===== config.mk =====
export PLATFORM = sky130hd
export DESIGN_NAME = xoshiro256plus_generator_top
export DESIGN_NICKNAME = d
export VERILOG_FILES = /design/src/xosh_pkg.sv /design/src/xoshiro256plus_generator_top.sv /design/src/xosh_ctrl.sv /design/src/xosh_dp.sv
export SDC_FILE = /design/constraint.sdc
export NUM_CORES = 2
export LEC_CHECK = 0
export BUFFER_PORTS_ARGS = -buffer_cell sky130_fd_sc_hd__buf_4
export CELL_PAD_IN_SITES_DETAIL_PLACEMENT = 1
export CELL_PAD_IN_SITES_GLOBAL_PLACEMENT = 2
export CORE_ASPECT_RATIO = 0.6
export CORE_MARGIN = 2
export CORE_UTILIZATION = 40
export CTS_CLUSTER_SIZE = 16
export DETAILED_ROUTE_END_ITERATION = 16
export PLACE_DENSITY_LB_ADDON = 0.05
export SYNTH_ARGS = -nofsm -noshare
export SYNTH_HDL_FRONTEND = slang
export SYNTH_SLANG_ARGS = --single-unit

===== constraint.sdc =====
create_clock -name clk -period 11.5 [get_ports clk]
set_input_delay 1.15 -clock clk [delete_from_list [all_inputs] [get_ports clk]]
set_output_delay 1.15 -clock clk [all_outputs]
set_load 0.02 [all_outputs]

===== src/xosh_pkg.sv =====
`timescale 1ns / 1ps
`default_nettype none

package xosh_pkg;

    localparam int WordWidth = 64;
    localparam int HalfWidth = 32;
    localparam int SeedWidth = 32;
    localparam int FracWidth = 53;
    localparam int FracShift = WordWidth - FracWidth;
    localparam int NumWords  = 4;
    localparam int IdxWidth  = $clog2(NumWords);

    localparam logic [WordWidth-1:0] MixGamma = 64'h9e3779b97f4a7c15;
    localparam logic [WordWidth-1:0] MixMulA  = 64'hbf58476d1ce4e5b9;
    localparam logic [WordWidth-1:0] MixMulB  = 64'h94d049bb133111eb;

    localparam int XorShift = 17;
    localparam int RotLeft  = 45;

    // steps of one 64x64 low-half multiply on the shared 32x32 unit
    typedef enum logic [1:0] {
        MUL_LL    = 2'd0,
        MUL_HL    = 2'd1,
        MUL_LH    = 2'd2,
        MUL_FINAL = 2'd3
    } mul_step_t;

    // which splitmix multiply constant is in use
    typedef enum logic {
        SEL_MUL_A = 1'b0,
        SEL_MUL_B = 1'b1
    } mul_sel_t;

    typedef struct packed {
        logic                load_seed;
        logic                add_gamma;
        logic                mul_run;
        mul_step_t           mul_step;
        mul_sel_t            mul_sel;
        logic [IdxWidth-1:0] word_idx;
        logic                draw;
    } xosh_cmd_t;

    typedef struct packed {
        logic out_blocked;
    } xosh_status_t;

endpackage

`default_nettype wire


===== src/xoshiro256plus_generator_top.sv =====
// draw: result registered and valid on the next edge after the transfer
// draws sustain one transfer per cycle while the output side keeps taking results
// seed: busy after the transfer while 4 words are made, each by one add and two
//   64-bit multiplies of 4 steps each on the shared 32x32 multiplier; no result
// reset (rst_n low, async): generator words zero, controller idle, output empty
`timescale 1ns / 1ps
`default_nettype none

module xoshiro256plus_generator_top (
    input  wire logic                                  clk,
    input  wire logic                                  rst_n,
    // input channel
    input  wire logic                                  in_valid,
    output      logic                                  in_stall,
    input  wire logic                                  mode,
    input  wire logic signed [xosh_pkg::SeedWidth-1:0] seed_value,
    // result channel
    output      logic                                  out_valid,
    input  wire logic                                  out_stall,
    output      logic [xosh_pkg::WordWidth-1:0]        raw_value,
    output      logic [xosh_pkg::FracWidth-1:0]        uniform_fraction
);
    import xosh_pkg::*;

    xosh_cmd_t    cmd;
    xosh_status_t status;
    logic         busy;

    // controller: accepts transfers, sequences the splitmix seeding
    xosh_ctrl u_ctrl (
        .clk      (clk),
        .rst_n    (rst_n),
        .in_valid (in_valid),
        .mode     (mode),
        .status   (status),
        .in_stall (in_stall),
        .busy     (busy),
        .cmd      (cmd)
    );

    // datapath: generator words, seeding arithmetic, result register
    xosh_dp u_dp (
        .clk              (clk),
        .rst_n            (rst_n),
        .cmd              (cmd),
        .seed_value       (seed_value),
        .out_stall        (out_stall),
        .status           (status),
        .out_valid        (out_valid),
        .raw_value        (raw_value),
        .uniform_fraction (uniform_fraction)
    );

    // a seed transfer starts the seeding sequence
    assert property (@(posedge clk) disable iff (!rst_n)
        (in_valid && !in_stall && !mode) |=> busy)
        else $error("seed transfer did not start seeding");

    // a draw transfer always presents a result on the next cycle
    assert property (@(posedge clk) disable iff (!rst_n)
        (in_valid && !in_stall && mode) |=> out_valid)
        else $error("draw transfer produced no result");

    // a draw never leaves the controller busy
    assert property (@(posedge clk) disable iff (!rst_n)
        (in_valid && !in_stall && mode) |=> !busy)
        else $error("draw transfer started a seeding sequence");

    // the fraction is the top bits of the raw sum
    assert property (@(posedge clk) disable iff (!rst_n)
        out_valid |-> (uniform_fraction == raw_value[WordWidth-1:FracShift]))
        else $error("fraction does not match raw value");

endmodule

`default_nettype wire


===== src/xosh_ctrl.sv =====
`timescale 1ns / 1ps
`default_nettype none

module xosh_ctrl (
    input  wire logic                 clk,
    input  wire logic                 rst_n,
    input  wire logic                 in_valid,
    input  wire logic                 mode,
    input  wire xosh_pkg::xosh_status_t status,
    output      logic                 in_stall,
    output      logic                 busy,
    output      xosh_pkg::xosh_cmd_t  cmd
);
    import xosh_pkg::*;

    typedef enum logic [2:0] {
        S_IDLE = 3'b001,
        S_ADD  = 3'b010,
        S_MUL  = 3'b100
    } state_t;

    state_t              state_reg, state_next;
    mul_step_t           step_reg, step_next;
    mul_sel_t            sel_reg, sel_next;
    logic [IdxWidth-1:0] idx_reg, idx_next;
    logic                in_accept;

    assign busy      = (state_reg != S_IDLE);
    assign in_stall  = busy || status.out_blocked;
    assign in_accept = in_valid && !in_stall;

    always_comb
    begin
        state_next    = state_reg;
        step_next     = step_reg;
        sel_next      = sel_reg;
        idx_next      = idx_reg;
        cmd.load_seed = 1'b0;
        cmd.add_gamma = 1'b0;
        cmd.mul_run   = 1'b0;
        cmd.mul_step  = step_reg;
        cmd.mul_sel   = sel_reg;
        cmd.word_idx  = idx_reg;
        cmd.draw      = 1'b0;
        unique case (state_reg)
            S_IDLE:
            begin
                if (in_accept)
                begin
                    if (mode)
                    begin
                        cmd.draw = 1'b1;
                    end
                    else
                    begin
                        cmd.load_seed = 1'b1;
                        idx_next      = '0;
                        state_next    = S_ADD;
                    end
                end
            end
            S_ADD:
            begin
                cmd.add_gamma = 1'b1;
                step_next     = MUL_LL;
                sel_next      = SEL_MUL_A;
                state_next    = S_MUL;
            end
            S_MUL:
            begin
                cmd.mul_run = 1'b1;
                unique case (step_reg)
                    MUL_LL:    step_next = MUL_HL;
                    MUL_HL:    step_next = MUL_LH;
                    MUL_LH:    step_next = MUL_FINAL;
                    MUL_FINAL:
                    begin
                        step_next = MUL_LL;
                        if (sel_reg == SEL_MUL_A)
                        begin
                            sel_next = SEL_MUL_B;
                        end
                        else if (idx_reg == IdxWidth'(NumWords - 1))
                        begin
                            state_next = S_IDLE;
                        end
                        else
                        begin
                            idx_next   = idx_reg + 1'b1;
                            state_next = S_ADD;
                        end
                    end
                    default:   step_next = MUL_LL;
                endcase
            end
            default:   state_next = S_IDLE;
        endcase
    end

    always_ff @(posedge clk or negedge rst_n)
    begin
        if (!rst_n)
        begin
            state_reg <= S_IDLE;
            step_reg  <= MUL_LL;
            sel_reg   <= SEL_MUL_A;
            idx_reg   <= '0;
        end
        else
        begin
            state_reg <= state_next;
            step_reg  <= step_next;
            sel_reg   <= sel_next;
            idx_reg   <= idx_next;
        end
    end

endmodule

`default_nettype wire


===== src/xosh_dp.sv =====
`timescale 1ns / 1ps
`default_nettype none

module xosh_dp (
    input  wire logic                                  clk,
    input  wire logic                                  rst_n,
    input  wire xosh_pkg::xosh_cmd_t                   cmd,
    input  wire logic signed [xosh_pkg::SeedWidth-1:0] seed_value,
    input  wire logic                                  out_stall,
    output      xosh_pkg::xosh_status_t                status,
    output      logic                                  out_valid,
    output      logic [xosh_pkg::WordWidth-1:0]        raw_value,
    output      logic [xosh_pkg::FracWidth-1:0]        uniform_fraction
);
    import xosh_pkg::*;

    logic [WordWidth-1:0] words_reg [NumWords];
    logic [WordWidth-1:0] acc_reg;
    logic [WordWidth-1:0] z_reg;
    logic [WordWidth-1:0] prod_reg;
    logic [WordWidth-1:0] mul_reg;
    logic [WordWidth-1:0] raw_reg;
    logic                 out_valid_reg, out_valid_next;

    logic [WordWidth-1:0] acc_sum;
    logic [WordWidth-1:0] mul_const;
    logic [HalfWidth-1:0] mul_a, mul_b;
    logic [WordWidth-1:0] mul_prod;
    logic [WordWidth-1:0] mul_done;
    logic [WordWidth-1:0] draw_sum;
    logic [WordWidth-1:0] w0_n, w1_n, w2_n, w3_n, w3_x;

    assign acc_sum   = acc_reg + MixGamma;
    assign mul_const = (cmd.mul_sel == SEL_MUL_B) ? MixMulB : MixMulA;

    always_comb
    begin
        unique case (cmd.mul_step)
            MUL_LL:
            begin
                mul_a = z_reg[HalfWidth-1:0];
                mul_b = mul_const[HalfWidth-1:0];
            end
            MUL_HL:
            begin
                mul_a = z_reg[WordWidth-1:HalfWidth];
                mul_b = mul_const[HalfWidth-1:0];
            end
            default:
            begin
                mul_a = z_reg[HalfWidth-1:0];
                mul_b = mul_const[WordWidth-1:HalfWidth];
            end
        endcase
    end

    assign mul_prod = mul_a * mul_b;
    // low half of z * const: low product plus both cross terms shifted up
    assign mul_done = prod_reg + {mul_reg[HalfWidth-1:0], {HalfWidth{1'b0}}};

    // xoshiro256 transition
    assign draw_sum = words_reg[0] + words_reg[3];
    assign w2_n     = words_reg[2] ^ words_reg[0];
    assign w3_x     = words_reg[3] ^ words_reg[1];
    assign w1_n     = words_reg[1] ^ w2_n;
    assign w0_n     = words_reg[0] ^ w3_x;
    assign w3_n     = {w3_x[WordWidth-RotLeft-1:0], w3_x[WordWidth-1:WordWidth-RotLeft]};

    always_ff @(posedge clk)
    begin
        if (cmd.load_seed)
        begin
            acc_reg <= {{(WordWidth-SeedWidth){seed_value[SeedWidth-1]}}, seed_value};
        end
        else if (cmd.add_gamma)
        begin
            acc_reg <= acc_sum;
        end
        if (cmd.add_gamma)
        begin
            z_reg <= acc_sum ^ (acc_sum >> 30);
        end
        if (cmd.mul_run)
        begin
            mul_reg <= mul_prod;
            unique case (cmd.mul_step)
                MUL_LL:    ;
                MUL_HL:    prod_reg <= mul_reg;
                MUL_LH:
                begin
                    prod_reg[WordWidth-1:HalfWidth] <=
                        prod_reg[WordWidth-1:HalfWidth] + mul_reg[HalfWidth-1:0];
                end
                MUL_FINAL:
                begin
                    if (cmd.mul_sel == SEL_MUL_A)
                    begin
                        z_reg <= mul_done ^ (mul_done >> 27);
                    end
                end
                default:   ;
            endcase
        end
        if (cmd.draw)
        begin
            raw_reg <= draw_sum;
        end
    end

    // generator words reset to zero so draws before a seed return zero
    always_ff @(posedge clk or negedge rst_n)
    begin
        if (!rst_n)
        begin
            for (int i = 0; i < NumWords; i++)
            begin
                words_reg[i] <= '0;
            end
        end
        else if (cmd.draw)
        begin
            words_reg[0] <= w0_n;
            words_reg[1] <= w1_n;
            words_reg[2] <= w2_n ^ (words_reg[1] << XorShift);
            words_reg[3] <= w3_n;
        end
        else if (cmd.mul_run && cmd.mul_step == MUL_FINAL && cmd.mul_sel == SEL_MUL_B)
        begin
            words_reg[cmd.word_idx] <= mul_done ^ (mul_done >> 31);
        end
    end

    assign out_valid_next = cmd.draw || (out_valid_reg && out_stall);

    always_ff @(posedge clk or negedge rst_n)
    begin
        if (!rst_n)
        begin
            out_valid_reg <= 1'b0;
        end
        else
        begin
            out_valid_reg <= out_valid_next;
        end
    end

    assign status.out_blocked = out_valid_reg && out_stall;
    assign out_valid          = out_valid_reg;
    assign raw_value          = raw_reg;
    assign uniform_fraction   = raw_reg[WordWidth-1:FracShift];

endmodule

`default_nettype wire


; Yosys cells after proc, flatten, opt, wreduce, memory -nomap -nowiden
; Cells that the tools add are included.
[classes]
eq_ne = 13
n_mux = 39
bitwise_logic = 9
n_mul = 1
addsub = 5
reduce_logical = 20
n_lt_le_gt_ge = 2
[ops]
columns = operator, n
row1 = two-way mux 256 bit, 2
row2 = two-way mux 64 bit, 7
row3 = bitwise XOR 64 bit, 5
row4 = bitwise mux 256 bit, 1
row5 = adder 64 bit, 2
row6 = demux 64 bit (select 2 bit), 1
row7 = adder 64 bit (second input constant), 1
row8 = multiplier 32 x 32 -> 64 bit, 1
row9 = two-way mux 32 bit, 2
row10 = case mux 32 bit (2 select lines), 1
row11 = bitwise XOR 64 x 33 -> 64 bit, 1
row12 = bitwise XOR 64 x 34 -> 64 bit, 1
row13 = bitwise XOR 64 x 37 -> 64 bit, 1
row14 = two-way mux 62 bit, 1
row15 = adder 32 bit, 1
row16 = two-way mux 2 bit, 6
row17 = two-way mux 3 bit, 4
row18 = nonzero test 2 bit, 5
row19 = two-way mux 1 bit, 9
row20 = case mux 3 bit (3 select lines), 1
row21 = case mux 2 bit (2 select lines), 2
row22 = case mux 2 bit (4 select lines), 1
row23 = equality test 2 bit (second input constant), 3
row24 = != test 2 x 1 -> 1 bit (second input constant), 3
row25 = other kinds (19), 27
[word_totals]
in_bits = 37
register_bits = 585
wordCells = 104

; Logic depth before layout (Yosys ltp)
[logic_depth]
ltp_word = 8
mapped_depth = 36

; Hierarchy
; Synthesis repeated with hierarchy kept, for this count alone.
[hier_totals]
hier_cells = 6728
area_unflattened_um2 = 64735.8
[modules_own_cells]
columns = module, cells_each, n_inst, area_each_um2
row1 = xosh_dp, 6680, 1, 64259.1
row2 = xosh_ctrl, 48, 1, 476.7

; Worst setup path before layout
; No wires, ideal clock.
[synth_path]
path_type = register -> register
from = register u_ctrl.step_reg[1]
to = register u_dp.mul_reg[57], data pin
path_buffers = 5
path_stages_with_launch = 33
arrival_time_ns = 9.168
period_less_slack_ns = 9.344
setup_time_ns = 0.176
setup_slack_ns = 2.156
path_cell_list = dfrtp_1 -> inv_1 -> ha_1 -> clkbuf_1 -> buf_1 -> clkbuf_1 -> mux2i_1 -> clkbuf_1 -> inv_1 -> nand2_1 -> inv_1 -> fa_1 -> inv_1 -> fa_1 -> fa_1 -> fa_1 -> inv_1 -> fa_1 -> fa_1 -> fa_1 -> fa_1 -> ha_1 -> clkbuf_1 -> nand4_1 -> nor4_1 -> o2111a_1 -> o31a_1 -> nor3_1 -> o21a_1 -> o31ai_1 -> a41oi_1 -> and4b_1 -> nor4_1
[synth_via]
elab_chain_len = 4
elab_cells_between_ends = 6
cone_classes = mul (1) / eq/ne (1) / mux (2) / reduce/logical (2)
[synth_lines]
columns = element, line_no
row1 = "start, declared", xosh_ctrl.sv:23  ; mul_step_t step_reg, step_next;
row2 = "start signal, assigned", xosh_ctrl.sv:112  ; step_reg <= step_next;
row3 = equality test 2 x 1 -> 1 bit or zero test 2 bit (tied branches), xosh_dp.sv:38  ; unique case (cmd.mul_step)
row4 = OR reduction 2 bit (no source line), --
row5 = two-way mux 32 bit, xosh_dp.sv:38
row6 = multiplier 32 x 32 -> 64 bit *, xosh_dp.sv:57  ; assign mul_prod = mul_a * mul_b;
row7 = named net u_dp.mul_prod[57], xosh_dp.sv:28  ; logic [WordWidth-1:0] mul_prod;
row8 = "end signal, assigned", xosh_dp.sv:85  ; mul_reg <= mul_prod;
row9 = "end, declared", xosh_dp.sv:21  ; logic [WordWidth-1:0] mul_reg;
; Mark *: on every way through the listed nets, which the timed path passes. The rest lies on a longest branch.
; A chain may end at the register's enable or synchronous reset.

; Final worst setup path
; Same ends and word-level chain as after synthesis.

==> flow_summary.ini <==
[status]
status = finished, final reports clean

[clocking]
cts.path.max_buffers = 3
cts_root_buf = clkbuf_16
cts_hold_buffers = 0
clock_latency_ns = 0.66
ctsHtreeMaxLevel = 2
cts_resized = 0
clk_pin_slew_ns = 0.08
post_cts_buffers = 0
cts_tree = built
cts_buffers = 54
clkSinkCount = 585

[critical_path]
critPathLaunchType = flip-flop
cp_slowest_cell = ha_2
critical_path_required_ns = 11.97
end_kind = flip-flop
rrSetupSlack_ns = 0.43
cp_max_fo = 25
path_class = flip-flop to flip-flop
slowest_delay_ns = 0.83
cpMostUsedCell = fa_1
worstPathArrival_ns = 11.54
cp_top_family = adder cells
worst-path-buf-inv = 7

[logic_synthesis]
synth_top_area_share_pct = 25.6
synth_nets = 7768
synth_warnings = 0
synth_area_leaders = fa_1 26%, edfxtp_1 12%, dfrtp_1 10%
ys_seq_elements = 585
synth-edff-count = 256
synth_area_sq_mm = 0.0631
synthArstFlopShare_pct = 45.3
synth.avg_cell_area_sq_um = 9.76
syn_inst = 6466
yosys.area.top_type = fa_1
yosysSeqAreaShare_pct = 24.7
synthMostInstantiatedCell = inv_1
synthTopCellsByCount = 1,035 x inv_1, 806 x fa_1, 459 x ha_1
ys_types = 83
synth-main-ff-cell = dfrtp_1

[route]
routed_via_density = 5.75
route.vias.total = 49700
wl_microns = 275000
drt_iter0_drc = 6051
wire_per_inst_microns = 31.8
drc = 0
detail-route-antenna-nets = 0
dr.pass1.iters = 5

[sta]
fmax_mhz = 90.3
relSlewSlack_pct = 3.25
tightest_slew_ns = 1.45
finalSetupViolCount = 0
rsz0062_at_grt = false
tns_ns = 0
fin_crit_sh_pct = 96.3
skew_ns = 0.0298
fin_crit_ns = 11.07
hold_violations = 0
drv_slew = 0

[die]
rows = 112
io-pin-count = 156
coreArea_sq_mm = 0.156
chipWidth_microns = 517
dieArea_sq_mm = 0.161
start_util_pct = 40.4
die_h_microns = 312

[min_path]
holdCritPathClass = input port to asynchronous set/reset pin

[grt]
first_global_vias = 49800
grt.overflow.total = 0
antenna_found_initial = 21
grt_max_degree = 158
track_usage_pct = 34.1
grt_pass1_wl_microns = 388000

[placed_design]
dpl.hpwl_microns = 228000
gp_congestion = 0.957
numPortBuffers = 155

[final_layout]
largest_register_ffs = 256
syn_to_final_growth_pct = 8.22
drive_above_1_share_pct = 7.18
num-nets-final = 7779

[flow_run]
maxCapViolations = 0
==> worst reg2reg max path, delay by kind of cell (launching register included) <==
kind	cells	cell delay (ns)
fa+ha+maj	10	5.41
flops	1	0.47
compound gates	5	1.46
buf+inv	7	1.37
mux	1	0.47
simple gates	6	1.71
==> area by class of cell <==
cell class	instances	area, sq um
clock inverter	31	211
fill	17500	87700
sequential	585	15600
tap	2109	2640
antenna	7	17.5
timing repair buffer	266	2020
multi-input combinational	4533	42300
clock buffer	70	1560
inverter	1037	3900
==> routing by layer <==
metal / wire (microns) / up-vias / GRT usage, %
li1: - / 21300 / -
met1: 141000 / 26100 / 58.1
met2: 94900 / 2173 / 39.6
met3: 36100 / 135 / 12.7
met4: 2210 / 8 / 2.96
met5: 57 / - / 0
==> through the flow <==
step / cell area (sq um) / std cells / util (%) / hold WS [ns] / setup WS (ns)
after floorplan: 63100 / 6466 / - / 0.433 / 2.16
after global placement: 66500 / 8530 / 42.6 / 0.477 / 0.871
after detailed placement: 66500 / 8530 / 42.6 / 0.478 / 0.737
after CTS: 68200 / 8631 / 43.8 / 0.495 / 0.649
after global routing: 68200 / 8632 / 43.8 / 0.504 / 0.0367
final: 68300 / 8638 / 43.8 / 0.435 / 0.428
==> cells in the final DEF (no fill, tap or decap), types with 51 or more instances in the layout <==
master	synthesis	routed
a211o_1	80	80
a211oi_1	51	51
a21o_1	111	111
a21oi_1	320	320
a22oi_1	63	63
a31oi_1	53	53
and2_1	133	130
buf_4	53	264
clkbuf_16	0	59
dfrtp_1	264	264
dfxtp_1	64	64
edfxtp_1	256	256
fa_1	806	806
ha_1	459	454
inv_1	1035	1033
nand2_1	435	432
nand2b_1	73	73
nand3_1	58	57
nor2_1	415	407
nor3_1	52	52
o21ai_0	334	334
xnor2_1	366	365
xor2_1	179	178
==> final timing paths <==
check	startpoint	endpoint	depth (start not counted)
max in group asynchronous	rst_n	u_dp.words_reg[183]$_DFFE_PN0P_	2
min in group clk	u_dp.mul_reg[31]$_DFFE_PP_	u_dp.prod_reg[31]$_DFFE_PP_	0
min reg2reg	u_dp.mul_reg[31]$_DFFE_PP_	u_dp.prod_reg[31]$_DFFE_PP_	0
max reg2reg	u_ctrl.step_reg[1]$_DFFE_PN0P_	u_dp.mul_reg[57]$_DFFE_PP_	29
min	rst_n	u_dp.words_reg[66]$_DFFE_PN0P_	1
max	u_ctrl.step_reg[1]$_DFFE_PN0P_	u_dp.mul_reg[57]$_DFFE_PP_	29
==> cell families (layout without fill, tap and decap cells) <==
family / Yosys count / after routing / share of synthesized area (%)
simple gates: 1326 / 1326 / 9.65
xor+xnor: 546 / 546 / 7.60
compound gates: 1328 / 1328 / 13.8
other cells: 0 / 7 / 0
fa+ha+maj: 1265 / 1265 / 34.7
buf+inv: 1348 / 1404 / 8.34
mux: 68 / 68 / 1.17
flops: 585 / 585 / 24.7
Power is not shown: default switching activity piles up to over one toggle a cycle in this logic, so the estimate is an artifact.
